$ cat src/hw/rtl/longitudinal_jerk_limited_regulator_core_assert.svh
// Assertion macros shared by the regulator RTL.
// Included by modules that check their own sequencing; no other dependencies.
`ifndef LONGITUDINAL_JERK_LIMITED_REGULATOR_CORE_ASSERT_SVH
`define LONGITUDINAL_JERK_LIMITED_REGULATOR_CORE_ASSERT_SVH

`ifndef SYNTH
// Same-cycle implication, checked out of reset
`define LJR_ASSERT_IMPL(label, clk, rst_n, ante, cons) \
    label: assert property (@(posedge clk) disable iff (!(rst_n)) (ante) |-> (cons)) \
        else $error("regulator assertion failed");
// Next-cycle implication, checked out of reset
`define LJR_ASSERT_NEXT(label, clk, rst_n, ante, cons) \
    label: assert property (@(posedge clk) disable iff (!(rst_n)) (ante) |=> (cons)) \
        else $error("regulator assertion failed");
`else
`define LJR_ASSERT_IMPL(label, clk, rst_n, ante, cons)
`define LJR_ASSERT_NEXT(label, clk, rst_n, ante, cons)
`endif

`endif

$ cat src/hw/rtl/ljr_pkg.sv
// Types, constants and saturation helpers for the longitudinal regulator.
// No dependencies; imported by every regulator module.
package ljr_pkg;

    localparam int unsigned CFG_W   = 31;
    localparam int unsigned CFG_IDX_W = 3;

    // Configuration register indexes
    localparam logic [CFG_IDX_W-1:0] CFG_SPEED_LIMIT   = 3'd0;
    localparam logic [CFG_IDX_W-1:0] CFG_ACCEL_LIMIT   = 3'd1;
    localparam logic [CFG_IDX_W-1:0] CFG_JERK_STEP     = 3'd2;
    localparam logic [CFG_IDX_W-1:0] CFG_SAMPLE_PERIOD = 3'd3;
    localparam logic [CFG_IDX_W-1:0] CFG_SPEED_GAIN    = 3'd4;
    localparam logic [CFG_IDX_W-1:0] CFG_POSITION_GAIN = 3'd5;

    // Reset values, Q16.16
    localparam logic [CFG_W-1:0] RST_SPEED_LIMIT   = 31'd1441792;
    localparam logic [CFG_W-1:0] RST_ACCEL_LIMIT   = 31'd655360;
    localparam logic [CFG_W-1:0] RST_JERK_STEP     = 31'd13107;
    localparam logic [CFG_W-1:0] RST_SAMPLE_PERIOD = 31'd1311;
    localparam logic [CFG_W-1:0] RST_SPEED_GAIN    = 31'd178737;
    localparam logic [CFG_W-1:0] RST_POSITION_GAIN = 31'd39715;

    localparam logic signed [48:0] S32_MAX = 49'sd2147483647;
    localparam logic signed [48:0] S32_MIN = -49'sd2147483648;
    localparam logic signed [48:0] S48_MAX = 49'sd140737488355327;
    localparam logic signed [48:0] S48_MIN = -49'sd140737488355328;

    typedef struct packed {
        logic [CFG_W-1:0] speed_limit;
        logic [CFG_W-1:0] accel_limit;
        logic [CFG_W-1:0] jerk_step;
        logic [CFG_W-1:0] sample_period;
        logic [CFG_W-1:0] speed_gain;
        logic [CFG_W-1:0] position_gain;
    } t_cfg;

    typedef enum logic [1:0] {
        MUL_POS_ERR,   // position error * position gain
        MUL_SPD_ERR,   // speed error * speed gain
        MUL_SPD_PER,   // model speed * sample period
        MUL_ACC_PER    // accel command * sample period
    } t_mul_sel;

    typedef enum logic [3:0] {
        ST_IDLE,
        ST_MUL_POS,
        ST_TERM,
        ST_VREF,
        ST_VERR,
        ST_MUL_SPD,
        ST_ACC,
        ST_DU,
        ST_U,
        ST_MUL_PSP,
        ST_POS,
        ST_MUL_UP,
        ST_SPD
    } t_state;

    typedef struct packed {
        logic     in_ready;
        logic     mul_en;
        t_mul_sel mul_sel;
        logic     ld_term;
        logic     ld_vref;
        logic     ld_verr;
        logic     ld_acc;
        logic     ld_du;
        logic     ld_u;
        logic     ld_pos;
        logic     ld_spd;
    } t_ctrl;

    function automatic logic signed [48:0] f_ext32(input logic signed [31:0] v);
        return {{17{v[31]}}, v};
    endfunction

    function automatic logic signed [48:0] f_ext48(input logic signed [47:0] v);
        return {v[47], v};
    endfunction

    function automatic logic signed [31:0] f_sat32(input logic signed [48:0] v);
        logic signed [31:0] r;
        if (v > S32_MAX) r = 32'sh7FFF_FFFF;
        else if (v < S32_MIN) r = 32'sh8000_0000;
        else r = v[31:0];
        return r;
    endfunction

    function automatic logic signed [47:0] f_sat48(input logic signed [48:0] v);
        logic signed [47:0] r;
        if (v > S48_MAX) r = 48'sh7FFF_FFFF_FFFF;
        else if (v < S48_MIN) r = 48'sh8000_0000_0000;
        else r = v[47:0];
        return r;
    endfunction

    function automatic logic signed [31:0] f_clamp(input logic signed [31:0] v,
                                                   input logic signed [31:0] lo,
                                                   input logic signed [31:0] hi);
        logic signed [31:0] r;
        if (v < lo) r = lo;
        else if (v > hi) r = hi;
        else r = v;
        return r;
    endfunction

endpackage

$ cat src/hw/rtl/ljr_ctrl.sv
// Step sequencer for one regulator tick: drives the shared multiplier
// and the datapath load strobes. Depends on ljr_pkg.
module ljr_ctrl
    import ljr_pkg::*;
(
    input  logic  i_clk,
    input  logic  i_rst_n,
    input  logic  i_in_valid,
    input  logic  i_out_hold,
    output t_ctrl o_ctrl
);

    t_state r_state;
    t_state n_state;

    always_ff @(posedge i_clk) begin
        if (!i_rst_n) begin
            r_state <= ST_IDLE;
        end else begin
            r_state <= n_state;
        end
    end

    // Advance through the steps; hold the last one while the output is full
    always_comb begin
        n_state = r_state;
        case (r_state)
            ST_IDLE:    if (i_in_valid) n_state = ST_MUL_POS;
            ST_MUL_POS: n_state = ST_TERM;
            ST_TERM:    n_state = ST_VREF;
            ST_VREF:    n_state = ST_VERR;
            ST_VERR:    n_state = ST_MUL_SPD;
            ST_MUL_SPD: n_state = ST_ACC;
            ST_ACC:     n_state = ST_DU;
            ST_DU:      n_state = ST_U;
            ST_U:       n_state = ST_MUL_PSP;
            ST_MUL_PSP: n_state = ST_POS;
            ST_POS:     n_state = ST_MUL_UP;
            ST_MUL_UP:  n_state = ST_SPD;
            ST_SPD:     if (!i_out_hold) n_state = ST_IDLE;
            default:    n_state = ST_IDLE;
        endcase
    end

    // Decode strobes for the current step
    always_comb begin
        o_ctrl = '0;
        o_ctrl.mul_sel = MUL_POS_ERR;
        case (r_state)
            ST_IDLE:    o_ctrl.in_ready = 1'b1;
            ST_MUL_POS: begin
                o_ctrl.mul_en  = 1'b1;
                o_ctrl.mul_sel = MUL_POS_ERR;
            end
            ST_TERM:    o_ctrl.ld_term = 1'b1;
            ST_VREF:    o_ctrl.ld_vref = 1'b1;
            ST_VERR:    o_ctrl.ld_verr = 1'b1;
            ST_MUL_SPD: begin
                o_ctrl.mul_en  = 1'b1;
                o_ctrl.mul_sel = MUL_SPD_ERR;
            end
            ST_ACC:     o_ctrl.ld_acc = 1'b1;
            ST_DU:      o_ctrl.ld_du  = 1'b1;
            ST_U:       o_ctrl.ld_u   = 1'b1;
            ST_MUL_PSP: begin
                o_ctrl.mul_en  = 1'b1;
                o_ctrl.mul_sel = MUL_SPD_PER;
            end
            ST_POS:     o_ctrl.ld_pos = 1'b1;
            ST_MUL_UP:  begin
                o_ctrl.mul_en  = 1'b1;
                o_ctrl.mul_sel = MUL_ACC_PER;
            end
            ST_SPD:     o_ctrl.ld_spd = !i_out_hold;
            default: ;
        endcase
    end

endmodule

$ cat config.mk
export PLATFORM = sky130hd
export DESIGN_NAME = ljr_ctrl
export DESIGN_NICKNAME = d
export VERILOG_FILES = /design/src/hw/rtl/longitudinal_jerk_limited_regulator_core_assert.svh /design/src/hw/rtl/ljr_pkg.sv /design/src/hw/rtl/ljr_ctrl.sv
export SDC_FILE = /design/constraint.sdc
export NUM_CORES = 1
export LEC_CHECK = 0
export ABC_AREA = 1
export BUFFER_PORTS_ARGS = -buffer_cell sky130_fd_sc_hd__buf_4
export CORE_AREA = 10 10 47 49
export DETAILED_ROUTE_END_ITERATION = 10
export DIE_AREA = 0 0 57 59
export PLACE_DENSITY_LB_ADDON = 0.12
export RECOVER_POWER = 100
export SLEW_MARGIN = 40
export SYNTH_ARGS = -nofsm -noshare
export SYNTH_HDL_FRONTEND = slang
export SYNTH_SLANG_ARGS = --single-unit
$ cat constraint.sdc
create_clock -name i_clk -period 1.21 [get_ports i_clk]
set_input_delay 0.121 -clock i_clk [delete_from_list [all_inputs] [get_ports i_clk]]
set_output_delay 0.121 -clock i_clk [all_outputs]
set_load 0.01 [all_outputs]
# Word-level counts from Yosys, hierarchy flattened
# Index checks and enable logic that the tools add are counted.
# op_classes
addsub	0
mul	0
div_mod_pow	0
magnitude_cmp	0
eq_ne	14
shifts	0
n_mux	13
n_bitwise	0
reduce_logical	3
# op_table
op	count
one-hot mux 4 bit (13 select lines)	1
equality test 4 bit, second input constant	5
equality test 4 x 3 -> 1 bit, second input constant	4
one-hot mux 3 bit (4 select lines)	1
two-way mux 1 bit	9
equality test 4 x 2 -> 1 bit, second input constant	2
two-way mux 4 bit	2
equality test 4 x 1 -> 1 bit, second input constant	1
zero test 4 bit	1
!= test 2 bit, second input constant	2
AND reduction 2 bit	1
zero test 1 bit	1
# totals
ff_bits	4
latchBits	0
ram_bits	0
mem_bits_ro	0
in_bits	4
mem_count	0

# Logic depth before layout (Yosys ltp)
# depth
ltp_word	3
ltp_mapped	5
mapped_depth_nobuf	5

# Least setup slack after synthesis
# Ideal clock, no wire load.
# synth_timing
kind	reg2out
from	register r_state[1]
to	output port o_ctrl[0] (netlist name)
t_arrival_ps	849
t_required_ps	1089
slack_ps	240
path_stages_with_launch	4
path_buffers	0
path_cell_list	dfxtp_1 nor2_2 inv_2 nor3_1
# synth_rtl
item	line_no	text
start: declaration	ljr_ctrl.sv:13	t_state r_state;
start signal: assignment	ljr_ctrl.sv:20	r_state <= n_state;
end: declaration	ljr_ctrl.sv:10	output t_ctrl o_ctrl

==> results.toml <==
[yosys]
yosys_most_used_dff = "sky130_fd_sc_hd__dfxtp_1"
synth_top_family_by_area = "simple AND/OR/NAND/NOR gates"
synth-seq-cells = 4
synth-compound-area-share_pct = 9.33
synth_top_area_share_pct = 28.4
synth_cells = 46
synthTopCellsByCount = "sky130_fd_sc_hd__nor2_1, sky130_fd_sc_hd__inv_1, sky130_fd_sc_hd__nand2_1"
syn_area_per_cell_um2 = 6.12
synth_mux_area_share_pct = 0
synth.area.top_cells = "sky130_fd_sc_hd__dfxtp_1, sky130_fd_sc_hd__nor2_1, sky130_fd_sc_hd__inv_1"
synth_seq_area_share_pct = 28.4
synth-simple-area-share_pct = 50.2
synthArstFlopShare_pct = 0
synth-xor-area-share_pct = 0
syn-cell-area_um2 = 282
yosysWarnings = 0
number_of_flops_mapped_to_enable_cells_by_yosys = 0
postSynthNetCount = 50
synthAdderAreaFrac_pct = 0
yosysUniqueCellTypes = 15
yosys.cell_count.top_type = "sky130_fd_sc_hd__nor2_1"
netlist.top_cell.by_area = "sky130_fd_sc_hd__dfxtp_1"

[placed_design]
numPlacedInstances = 77
dp_hpwl_um = 726
placed_area_um2 = 414
routability_driven_placement_congestion_ratio = 0.719
port_buffers = 15
post-place-ws_ps = 172

[clock_network]
tritoncts = "built"
worst_setup_hold_path_clk_slew_ps = 40
cts_inserted_buffers = 3
clk_path_buf_depth = 2
ctsHtreeMaxLevel = 1
clock_latency_ps = 230
post_cts_hold_buffer_count = 0
tritoncts_num_sinks = 4
clk_root_buffer_cell = "sky130_fd_sc_hd__clkbuf_4"

[global_routing]
grt_start_max_net_pins = 7
number_of_antenna_violations_at_the_first_check_in_global_routing = 0
grt_overflow = 0
number_of_global_route_vias_before_repair = 384
grt_first_pass_wirelength_um = 1580
track_usage_pct = 5.80

[floorplanning]
standard_cell_rows = 14
ios = 16
start_util_pct = 20.1
core-area_um2 = 1400
dieArea_um2 = 3360
die_y_um = 59
fp.dieW_um = 57

[power_and_ir_drop]
power.switching_uw = 153
leakage_nw = 0.253
power_density_nw_per_um2 = 901
power.share.sequential_pct = 35.0
ir_drop_mv = 0.329
p_int_uw = 321
comb_power_share_pct = 30.4
swShare_pct = 32.3
pwr-share-clk_pct = 34.6

[setup_path]
timing.critical_path.from_type = "register"
crit_path_end_kind = "output port"
cp.required_ps = 1090
timing.critical_path.fanout_max = 5
worst_ep_arrival_time_ps = 1060
path_type_of_the_worst_setup_path = "register to output port"

[drt]
number_of_design_rule_violations_left_after_detail_routing = 0
antenna_violating_nets_post_route = 0
routed-via-count = 349
detail_route.wirelength_um = 972
drt_iter0_markers = 2
detailedRoute.firstPassIterationCount = 3
post_drt_via_cell_ratio = 4.15
wl_per_cell_um = 11.6

[sta]
post-route-min-period_ps = 1180
setup-violations-final = 0
fin_hold_ws_ps = 162
layout_worst_path_cycle_share_pct = 97.6
timing.setup.tns_ps = 0
setup_repair_after_global_routing_missed_its_margin = "yes"
timing_worst_slew_pin_value_ps = 154
skew_ps = 1.53
max_freq_ghz = 0.846
final.setup.worst_slack_ps = 28.6
timing_max_transition_violations_final = 0
timing.max_slew.rel_slack_pct = 89.7
finalHoldViolCount = 0

[finish]
layout_top_registers = "r_state (4)"
post_layout_instance_count_excluding_filler_cells = 84
syn_to_final_growth_pct = 87.1
antenna_cells = 0
register_with_the_most_flip_flops = "r_state"
net_count_reported_at_finish = 74
drive_gt1_share_pct = 64.7
final_design_instance_area_without_fill_um2 = 527
largest_register_ffs = 4

[status]
status = "completed"

[job]
max_cap_violations = 0

[hold_path]
worst_hold_path_type = "primary input to register"
metrics by stage:
step | utilization (%) | total power [mW]
after global routing | 37.6 | 0.509
after floorplan | - | 0.232
after global placement | 29.6 | 0.287
final | 37.6 | 0.474
after detailed placement | 29.6 | 0.285
after CTS | 33.9 | 0.465
placed cells by master, fill, tap and decap left out, types with 2 or more instances in the layout:
master / n
sky130_fd_sc_hd__o22ai_2: 2
sky130_fd_sc_hd__nand3_1: 3
sky130_fd_sc_hd__nand2_1: 5
sky130_fd_sc_hd__buf_4: 19
sky130_fd_sc_hd__inv_1: 4
sky130_fd_sc_hd__nor2_1: 9
sky130_fd_sc_hd__nor2_4: 4
sky130_fd_sc_hd__nand2_2: 2
sky130_fd_sc_hd__dfxtp_4: 3
sky130_fd_sc_hd__clkbuf_4: 3
sky130_fd_sc_hd__nor2_2: 2
sky130_fd_sc_hd__inv_2: 3
cell type report:
cell class,instances,area [um2]
tap,16,20.0
timing repair buffer,19,143
clock buffer,3,22.5
multi-input combinational,33,213
inverter,9,36.3
sequential,4,92.6
fill,160,875
critical path, stage by stage, from the launching register on:
cell and delay [ps]:
sky130_fd_sc_hd__dfxtp_4 380, sky130_fd_sc_hd__inv_4 50, sky130_fd_sc_hd__nor2_4 90, sky130_fd_sc_hd__inv_2 70
sky130_fd_sc_hd__o22ai_2 90, sky130_fd_sc_hd__buf_4 140
power groups by stage:
stage	Sequential, mW	Clock [mW]	Combinational (mW)
floorplan	0.158	0	0.0732
global placement	0.162	0	0.125
detailed placement	0.162	0	0.123
CTS	0.164	0.170	0.130
global route	0.168	0.180	0.160
finish	0.166	0.164	0.144
per-layer routing:
metal  routed length (um)  vias up  global-route usage (%)
met4                    8        0                    4.03
met2                  436       13                    8.06
li1                     -      191                       -
met1                  428      143                    6.57
met3                   98        2                    3.22
met5                    0        -                       0
worst paths after layout:
kind	from	to	slack, ps	cells past startpoint
worst max-delay path	r_state[3]	o_ctrl[10]	30	5
worst min-delay path	i_rst_n	r_state[3]	160	3
worst max register to register	r_state[3]	r_state[3]	210	6
worst min register to register	r_state[0]	r_state[0]	600	3
kinds of logic after synthesis:
family	Yosys count
and+or+nand+nor	29
DFF	4
buffers and inverters	9
AOI/OAI and AO/OA	4
timing repair:
action | CTS | global route
cloned | 0 | 0
setup endpoints to repair | 9 | 11
pin swaps | 2 | 3
gates resized for setup | 9 | 11
buffers inserted | 2 | 2
No activity file was read; power rests on OpenSTA's default activity.
