### src/hw/rtl/longitudinal_jerk_limited_regulator_core_assert.svh
// Assertion macros shared by the regulator RTL.
// Included by modules that check their own sequencing; no other dependencies.
`ifndef LONGITUDINAL_JERK_LIMITED_REGULATOR_CORE_ASSERT_SVH
`define LONGITUDINAL_JERK_LIMITED_REGULATOR_CORE_ASSERT_SVH

`ifndef SYNTH
// Same-cycle implication, checked out of reset
`define LJR_ASSERT_IMPL(label, clk, rst_n, ante, cons) \
    label: assert property (@(posedge clk) disable iff (!(rst_n)) (ante) |-> (cons)) \
        else $error("regulator assertion failed");
// Next-cycle implication, checked out of reset
`define LJR_ASSERT_NEXT(label, clk, rst_n, ante, cons) \
    label: assert property (@(posedge clk) disable iff (!(rst_n)) (ante) |=> (cons)) \
        else $error("regulator assertion failed");
`else
`define LJR_ASSERT_IMPL(label, clk, rst_n, ante, cons)
`define LJR_ASSERT_NEXT(label, clk, rst_n, ante, cons)
`endif

`endif

### src/hw/rtl/ljr_pkg.sv
// Types, constants and saturation helpers for the longitudinal regulator.
// No dependencies; imported by every regulator module.
package ljr_pkg;

    localparam int unsigned CFG_W   = 31;
    localparam int unsigned CFG_IDX_W = 3;

    // Configuration register indexes
    localparam logic [CFG_IDX_W-1:0] CFG_SPEED_LIMIT   = 3'd0;
    localparam logic [CFG_IDX_W-1:0] CFG_ACCEL_LIMIT   = 3'd1;
    localparam logic [CFG_IDX_W-1:0] CFG_JERK_STEP     = 3'd2;
    localparam logic [CFG_IDX_W-1:0] CFG_SAMPLE_PERIOD = 3'd3;
    localparam logic [CFG_IDX_W-1:0] CFG_SPEED_GAIN    = 3'd4;
    localparam logic [CFG_IDX_W-1:0] CFG_POSITION_GAIN = 3'd5;

    // Reset values, Q16.16
    localparam logic [CFG_W-1:0] RST_SPEED_LIMIT   = 31'd1441792;
    localparam logic [CFG_W-1:0] RST_ACCEL_LIMIT   = 31'd655360;
    localparam logic [CFG_W-1:0] RST_JERK_STEP     = 31'd13107;
    localparam logic [CFG_W-1:0] RST_SAMPLE_PERIOD = 31'd1311;
    localparam logic [CFG_W-1:0] RST_SPEED_GAIN    = 31'd178737;
    localparam logic [CFG_W-1:0] RST_POSITION_GAIN = 31'd39715;

    localparam logic signed [48:0] S32_MAX = 49'sd2147483647;
    localparam logic signed [48:0] S32_MIN = -49'sd2147483648;
    localparam logic signed [48:0] S48_MAX = 49'sd140737488355327;
    localparam logic signed [48:0] S48_MIN = -49'sd140737488355328;

    typedef struct packed {
        logic [CFG_W-1:0] speed_limit;
        logic [CFG_W-1:0] accel_limit;
        logic [CFG_W-1:0] jerk_step;
        logic [CFG_W-1:0] sample_period;
        logic [CFG_W-1:0] speed_gain;
        logic [CFG_W-1:0] position_gain;
    } t_cfg;

    typedef enum logic [1:0] {
        MUL_POS_ERR,   // position error * position gain
        MUL_SPD_ERR,   // speed error * speed gain
        MUL_SPD_PER,   // model speed * sample period
        MUL_ACC_PER    // accel command * sample period
    } t_mul_sel;

    typedef enum logic [3:0] {
        ST_IDLE,
        ST_MUL_POS,
        ST_TERM,
        ST_VREF,
        ST_VERR,
        ST_MUL_SPD,
        ST_ACC,
        ST_DU,
        ST_U,
        ST_MUL_PSP,
        ST_POS,
        ST_MUL_UP,
        ST_SPD
    } t_state;

    typedef struct packed {
        logic     in_ready;
        logic     mul_en;
        t_mul_sel mul_sel;
        logic     ld_term;
        logic     ld_vref;
        logic     ld_verr;
        logic     ld_acc;
        logic     ld_du;
        logic     ld_u;
        logic     ld_pos;
        logic     ld_spd;
    } t_ctrl;

    function automatic logic signed [48:0] f_ext32(input logic signed [31:0] v);
        return {{17{v[31]}}, v};
    endfunction

    function automatic logic signed [48:0] f_ext48(input logic signed [47:0] v);
        return {v[47], v};
    endfunction

    function automatic logic signed [31:0] f_sat32(input logic signed [48:0] v);
        logic signed [31:0] r;
        if (v > S32_MAX) r = 32'sh7FFF_FFFF;
        else if (v < S32_MIN) r = 32'sh8000_0000;
        else r = v[31:0];
        return r;
    endfunction

    function automatic logic signed [47:0] f_sat48(input logic signed [48:0] v);
        logic signed [47:0] r;
        if (v > S48_MAX) r = 48'sh7FFF_FFFF_FFFF;
        else if (v < S48_MIN) r = 48'sh8000_0000_0000;
        else r = v[47:0];
        return r;
    endfunction

    function automatic logic signed [31:0] f_clamp(input logic signed [31:0] v,
                                                   input logic signed [31:0] lo,
                                                   input logic signed [31:0] hi);
        logic signed [31:0] r;
        if (v < lo) r = lo;
        else if (v > hi) r = hi;
        else r = v;
        return r;
    endfunction

endpackage

### src/hw/rtl/ljr_cfg.sv
// Configuration register file for the regulator limits, gains and period.
// Depends on ljr_pkg.
module ljr_cfg
    import ljr_pkg::*;
(
    input  logic                 i_clk,
    input  logic                 i_rst_n,
    input  logic                 i_cfg_we,
    input  logic [CFG_IDX_W-1:0] i_cfg_idx,
    input  logic [CFG_W-1:0]     i_cfg_wdata,
    output t_cfg                 o_cfg
);

    t_cfg r_cfg;

    // Write one register per beat; drop writes to unused indexes
    always_ff @(posedge i_clk) begin
        if (!i_rst_n) begin
            r_cfg.speed_limit   <= RST_SPEED_LIMIT;
            r_cfg.accel_limit   <= RST_ACCEL_LIMIT;
            r_cfg.jerk_step     <= RST_JERK_STEP;
            r_cfg.sample_period <= RST_SAMPLE_PERIOD;
            r_cfg.speed_gain    <= RST_SPEED_GAIN;
            r_cfg.position_gain <= RST_POSITION_GAIN;
        end else if (i_cfg_we) begin
            case (i_cfg_idx)
                CFG_SPEED_LIMIT:   r_cfg.speed_limit   <= i_cfg_wdata;
                CFG_ACCEL_LIMIT:   r_cfg.accel_limit   <= i_cfg_wdata;
                CFG_JERK_STEP:     r_cfg.jerk_step     <= i_cfg_wdata;
                CFG_SAMPLE_PERIOD: r_cfg.sample_period <= i_cfg_wdata;
                CFG_SPEED_GAIN:    r_cfg.speed_gain    <= i_cfg_wdata;
                CFG_POSITION_GAIN: r_cfg.position_gain <= i_cfg_wdata;
                default: ;
            endcase
        end
    end

    assign o_cfg = r_cfg;

endmodule

### config.mk
export PLATFORM = sky130hd
export DESIGN_NAME = ljr_cfg
export DESIGN_NICKNAME = d
export VERILOG_FILES = /design/src/hw/rtl/longitudinal_jerk_limited_regulator_core_assert.svh /design/src/hw/rtl/ljr_pkg.sv /design/src/hw/rtl/ljr_cfg.sv
export SDC_FILE = /design/constraint.sdc
export NUM_CORES = 1
export LEC_CHECK = 0
export ABC_AREA = 1
export BUFFER_PORTS_ARGS = -buffer_cell sky130_fd_sc_hd__clkbuf_2
export CAP_MARGIN = 20
export CORE_UTILIZATION = 51
export DETAILED_ROUTE_END_ITERATION = 12
export PLACE_DENSITY = 0.9
export SLEW_MARGIN = 40
export SYNTH_ARGS = -nofsm -noshare
export SYNTH_HDL_FRONTEND = slang
export SYNTH_SLANG_ARGS = --single-unit
### constraint.sdc
create_clock -name i_clk -period 1.2 [get_ports i_clk]
set_clock_uncertainty 0.1 [all_clocks]
set_input_delay 0.06 -clock i_clk [delete_from_list [all_inputs] [get_ports i_clk]]
set_output_delay 0.06 -clock i_clk [all_outputs]
set_load 0.005 [all_outputs]
Word-level counts from Yosys, hierarchy flattened --
Cells that the tools add are included.
Cells by class: equal/unequal tests 5, reductions and logical operators 7
Operators with widths (count):
- $reduce_and A2 Y1 | 6
- $eq A3 B2 Y1 const B | 2
- $eq A3 B3 Y1 const B | 2
- $eq A3 B1 Y1 const B | 1
- $logic_not A3 Y1 | 1
Storage, ports and cells: bits in registers 186, input port bits 37, output and inout bits 186

Logic depth before layout (Yosys ltp) --
Gate-level depths: netlist of the first run.
word-level depth 2, depth in mapped cells 7, depth with buffers taken out 5

Worst setup path before layout of the first run --
Ideal clock, no wire load.
kind in2reg, start point input port i_cfg_we, end point register r_cfg (netlist bit o_cfg[169]), setup time 113 ps, arrival time 786 ps, required time 987 ps, slack 202 ps, cell stages on the path 7, cells stage by stage inv_2 -> nor2_2 -> buf_4 -> buf_2 -> nand3_1 -> nand2_1 -> nor2_1
On the way: longest elaborated chain between the ends 1
Ends and longest elaborated chain:
- start: declaration | line ljr_cfg.sv:8 | input logic i_cfg_we,
- $reduce_and A2 Y1 (no line)
- end: declaration | line ljr_cfg.sv:14 | t_cfg r_cfg;
No other way between the ends. A chain may end at the register's enable or synchronous reset.

Worst setup path after layout of the first run --
start point register r_cfg (netlist bit o_cfg[150]), end point output port o_cfg[150] (netlist name)
RTL lines:
- end: declaration | line ljr_cfg.sv:11 | output t_cfg o_cfg
No word-level cell between the ends.

==> flow_summary.ini, run 1 <==
[detailed_routing]
drt_wl_total_um = 23500
ant_nets = 0
avgRoutedWirePerCell_um = 16.4
via_count = 7557
drc_errors = 0
drt_iter0_markers = 940
vias_per_cell = 5.28
dr.pass1.iters = 5

[min_path]
whs_endpoint = o_cfg[69]$_SDFFE_PN0P_
hold_path_class = primary input to flop
hold_path.startpoint = i_cfg_wdata[7]
hold_path_depth = 5

[place]
hpwl_um = 15900
routabilityCongestion = 0.879
placed_cell_area_sq_um = 8620
pre_cts_slack_ns = -0.0166
io_buffer_count = 222

[pwr]
power_density_nw_per_um2 = 1480
ir_drop_v = 0.000918
p_leak_nw = 4.61

[setup_path]
rr_endpoint = o_cfg[130]$_SDFFE_PN0P_
cp.arrival_ns = 0.95
crit_type = flop to output pin
critical-path-top-delay-family = flip-flops
r2r-start = o_cfg[130]$_SDFFE_PN0P_
critPathSlowestCell = dfxtp_1
critPathMaxStageDelay_ns = 0.39
path_max_fanout = 2
required_ns = 1.04
regToRegSetupSlack_ns = 0.48
startpoint = o_cfg[150]$_SDFFE_PN0P_
crit_chain = clkbuf_2
end_kind = output pin
critPathBufInv = 1
reg2reg_depth = 2
setup.worst_path.start_class = flop

[timing]
max_clock_freq_ghz = 0.897
fin_crit_sh = 0.929
setup_viol = 0
grt_setup_unrepaired = no
relSlewSlack = 0.681
hold_ws_ns = 0.0191
drv_slew = 0
final.min_clock_period_ns = 1.11
hold_viol = 0
final.setup.worst_slack_ns = 0.0854
worstMarginPinSlew_ns = 0.478

[cells_and_area]
drive_gt1_frac = 0.235
nets = 1279
final_area_sq_um = 9450
final_cell_mix = nor2_1, nand2_1, clkbuf_2
final_common_cell = nor2_1
largest_reg_flops = 186
fin_util = 0.702
diodes = 0
area_growth_pct = 32.0

[floorplan]
die_area_sq_um = 14500
num_io_pins = 223
dieWidth_um = 120
initial_utilization = 0.532
core_sq_um = 13500
fp-row-count = 42
die_height_um = 120

[yosys]
synthDistinctLibCells = 12
ys_ff_latch = 186
synth_cells = 1021
syn_area_sq_um = 7160
syn_nets = 1058
synth_area_leaders = dfxtp_1, nor2_1, nand3_1
yosysWarnings = 0
yosys.area.top_type_share = 0.520
seq_area_frac_synth = 0.520
syn_avg_cell_area_sq_um = 7.01
synth_largest_area_cell = dfxtp_1

[grt]
grt-ovfl-total = 0
grt_pass1_wl_um = 35200
antenna_found_initial = 0
grt_usage = 0.324
grt_pass1_vias = 6609
grt_max_degree = 59

[status]
status = completed

[clocking]
cts_resized = 0
clk_pin_slew_worst_paths_ns = 0.07
clock_sinks = 186
cts_root_buf = clkbuf_16
cts_buffer_depth = 2
numCtsBuffers = 17
cts_tree = built
insertion_delay_ns = 0.42
ctsHtreeMaxLevel = 4

[run]
cap_viol_max_count = 0
cell usage after synthesis:
library cell and count:
buf_4 1, nor2_1 305, nor2_2 3, buf_2 45
nand2_1 235, dfxtp_1 186, inv_2 2, inv_1 34
clkbuf_1 8, nand3_1 186, buf_1 15, clkinv_1 1
worst max path at each step:
stage / endpoint / slack (ns) / cells after the start
2_1_floorplan: o_cfg[169]$_SDFFE_PN0P_ / 0.20 / 7
3_3_place_gp: o_cfg[5]$_SDFFE_PN1P_ / 0.06 / 7
3_5_place_dp: o_cfg[98]$_SDFFE_PN1P_ / -0.02 / 7
4_1_cts: o_cfg[150] / 0.08 / 1
5_1_grt: o_cfg[51]$_SDFFE_PN0P_ / 0.01 / 5
6_report: o_cfg[150] / 0.09 / 1
report_power, final:
| group | switching [W] | internal [W] |
|---|---|---|
| Sequential | 0.000129 | 0.00639 |
| Combinational | 0.000923 | 0.000565 |
| Clock | 0.00237 | 0.00365 |
per-stage QoR:
stage               std cells  power [W]  TNS [ns]
global route             1431     0.0145         0
detailed placement       1380    0.00806   -0.0489
CTS                      1431     0.0140         0
finish                   1431     0.0140         0
floorplan                1021    0.00739         0
global placement         1380    0.00803         0
cell type report:
cell class                 count  area [sq um]
fill                        1134          4000
tap                          176           220
multi-input combinational    729          3010
timing repair buffer         271          1720
inverter                      37           139
clock inverter                11           166
clock buffer                  21           470
sequential                   186          3720
logic make-up after synthesis:
group                  Yosys count  synth area share
AND/OR/NAND/NOR                729             0.416
flip-flops                     186             0.520
buffers and inverters          106            0.0640
what timing repair did:
item | 4_1_cts | 5_1_grt
hold buffers | 19 | 0
buffers inserted | 0 | 0
hold endpoints to repair | 59 | 0
worst register-to-register path, stage by stage, from the launching register on:
cell and delay [ns]:
dfxtp_1 0.32, nor2_1 0.13, nor2_1 0.07
metal layers:
metal	vias to the layer above	GRT usage	share of wire	wire length, um
met4	0	0.150	0.033	775
met2	412	0.506	0.46	10800
met3	52	0.0712	0.099	2320
met1	3466	0.427	0.41	9600
li1	3627	-	-	-
met5	-	0	0	0
(Power assumes the default switching activity.)
==> run 2, diff against run 1 <==
CORE_MARGIN = 2   (was not set)
RECOVER_POWER = 25   (was not set)
==> run 2 against run 1 <==
Against the previous run: power is 0.94% lower; setup slack worse by 0.024 ns; sequential share of layout area is 0.22 points higher; critical path depth stayed put; largest power group unchanged.
==> flow_summary.ini, run 2 (synthesis gave the netlist of run 1 again) <==
[cells_and_area]
largest_reg_flops = 186
layout.cells.non_filler = 1432
final_area_sq_um = 9400
final_cell_mix = nor2_1, nand2_1, clkbuf_2
fin_util = 0.682
drive_gt1_frac = 0.228
diodes = 0
area_growth_pct = 31.3
final_common_cell = nor2_1
nets = 1277

[detailed_routing]
vias_per_cell = 5.30
dr.pass1.iters = 5
via_count = 7591
drt_wl_total_um = 23700
drt_iter0_markers = 890
drc_errors = 0
ant_nets = 0
avgRoutedWirePerCell_um = 16.5

[min_path]
whs_endpoint = o_cfg[120]$_SDFFE_PN0P_
hold_path_class = primary input to flop
hold_path.startpoint = i_cfg_wdata[27]
hold_path_depth = 5

[timing]
grt_setup_unrepaired = no
relSlewSlack = 0.704
final.min_clock_period_ns = 1.14
setup_viol = 0
tns_ns = 0
worstMarginPinSlew_ns = 0.444
hold_viol = 0
max_clock_freq_ghz = 0.878
fin_crit_sh = 0.949
drv_slew = 0

[place]
placed_cell_area_sq_um = 8610
io_buffer_count = 222
hpwl_um = 16100
dp_cells = 1383
routabilityCongestion = 0.824

[floorplan]
core_sq_um = 13800
dieWidth_um = 122
fp-row-count = 43
initial_utilization = 0.520
die_area_sq_um = 15000
die_height_um = 122
num_io_pins = 223

[grt]
grt_pass1_vias = 6786
grt_usage = 0.314
grt_max_degree = 68
grt_pass1_wl_um = 35400
grt-ovfl-total = 0
antenna_found_initial = 0

[clocking]
cts_buffer_depth = 2
cts_root_buf = clkbuf_16
cts_tree = built
ctsHtreeMaxLevel = 4
clock_sinks = 186
numCtsBuffers = 17
insertion_delay_ns = 0.43
clk_pin_slew_worst_paths_ns = 0.07
post_cts_buffers = 0

[setup_path]
reg2reg_depth = 2
critical-path-top-delay-family = flip-flops
critPathBufInv = 1
rr_endpoint = o_cfg[76]$_SDFFE_PN0P_
regToRegSetupSlack_ns = 0.45
end_kind = output pin
r2r-start = o_cfg[76]$_SDFFE_PN0P_
required_ns = 1.04
cp.arrival_ns = 0.98
startpoint = o_cfg[12]$_SDFFE_PN1P_
path_max_fanout = 2
critPathSlowestCell = dfxtp_1
crit_type = flop to output pin
critPathMaxStageDelay_ns = 0.40
crit_chain = clkbuf_2
setup.worst_path.start_class = flop

[pwr]
power_density_nw_per_um2 = 1480
ir_drop_v = 0.000926
p_leak_nw = 4.57

[status]
status = completed

[run]
cap_viol_max_count = 0
run 2: worst max-delay path by stage:
stage,endpoint,slack [ns],cells after the start
5_1_grt,o_cfg[24]$_SDFFE_PN0P_,0.04,5
6_report,o_cfg[12],0.06,1
2_1_floorplan,o_cfg[169]$_SDFFE_PN0P_,0.20,7
3_5_place_dp,o_cfg[173]$_SDFFE_PN1P_,0.01,7
3_3_place_gp,o_cfg[173]$_SDFFE_PN1P_,0.05,7
4_1_cts,o_cfg[31],0.07,1
run 2: cell type report:
cell class,count,area (sq um)
Inverter,37,139
Sequential cell,186,3720
Clock inverter,10,140
Multi-Input combinational cell,729,3010
Fill cell,1156,4380
Clock buffer,21,480
Timing Repair Buffer,269,1680
Tap cell,180,225
run 2: stage by stage:
stage / hold WS (ns) / total power, W / worst slack [ns]
global placement: 0.178 / 0.00802 / 0.0459
detailed placement: 0.193 / 0.00806 / 0.00959
CTS: 0.00796 / 0.0139 / 0.0672
global route: 0.0423 / 0.0143 / 0.0378
floorplan: 0.0732 / 0.00739 / 0.202
finish: 0.0123 / 0.0139 / 0.0616
run 2: what timing repair did:
| action | 4_1_cts | 5_1_grt |
|---|---|---|
| setup endpoints to repair | 0 | 0 |
| hold buffers | 18 | 0 |
| endpoints found under the hold margin | 120 | 0 |
| gates resized for setup | 0 | 0 |
run 2: per-layer routing:
layer  GRT usage  wire, um  vias to the layer above
met5           0         0                        -
met4       0.164      1090                        0
met3      0.0725      2180                       74
met2       0.494     10900                      406
met1       0.401      9500                     3492
li1            -         -                     3619
run 2: report_power, final:
part           internal [W]  leakage [nW]  switching [W]
clock network       0.00349         0.298        0.00240
registers           0.00639          1.51       0.000131
logic              0.000554          2.76       0.000921
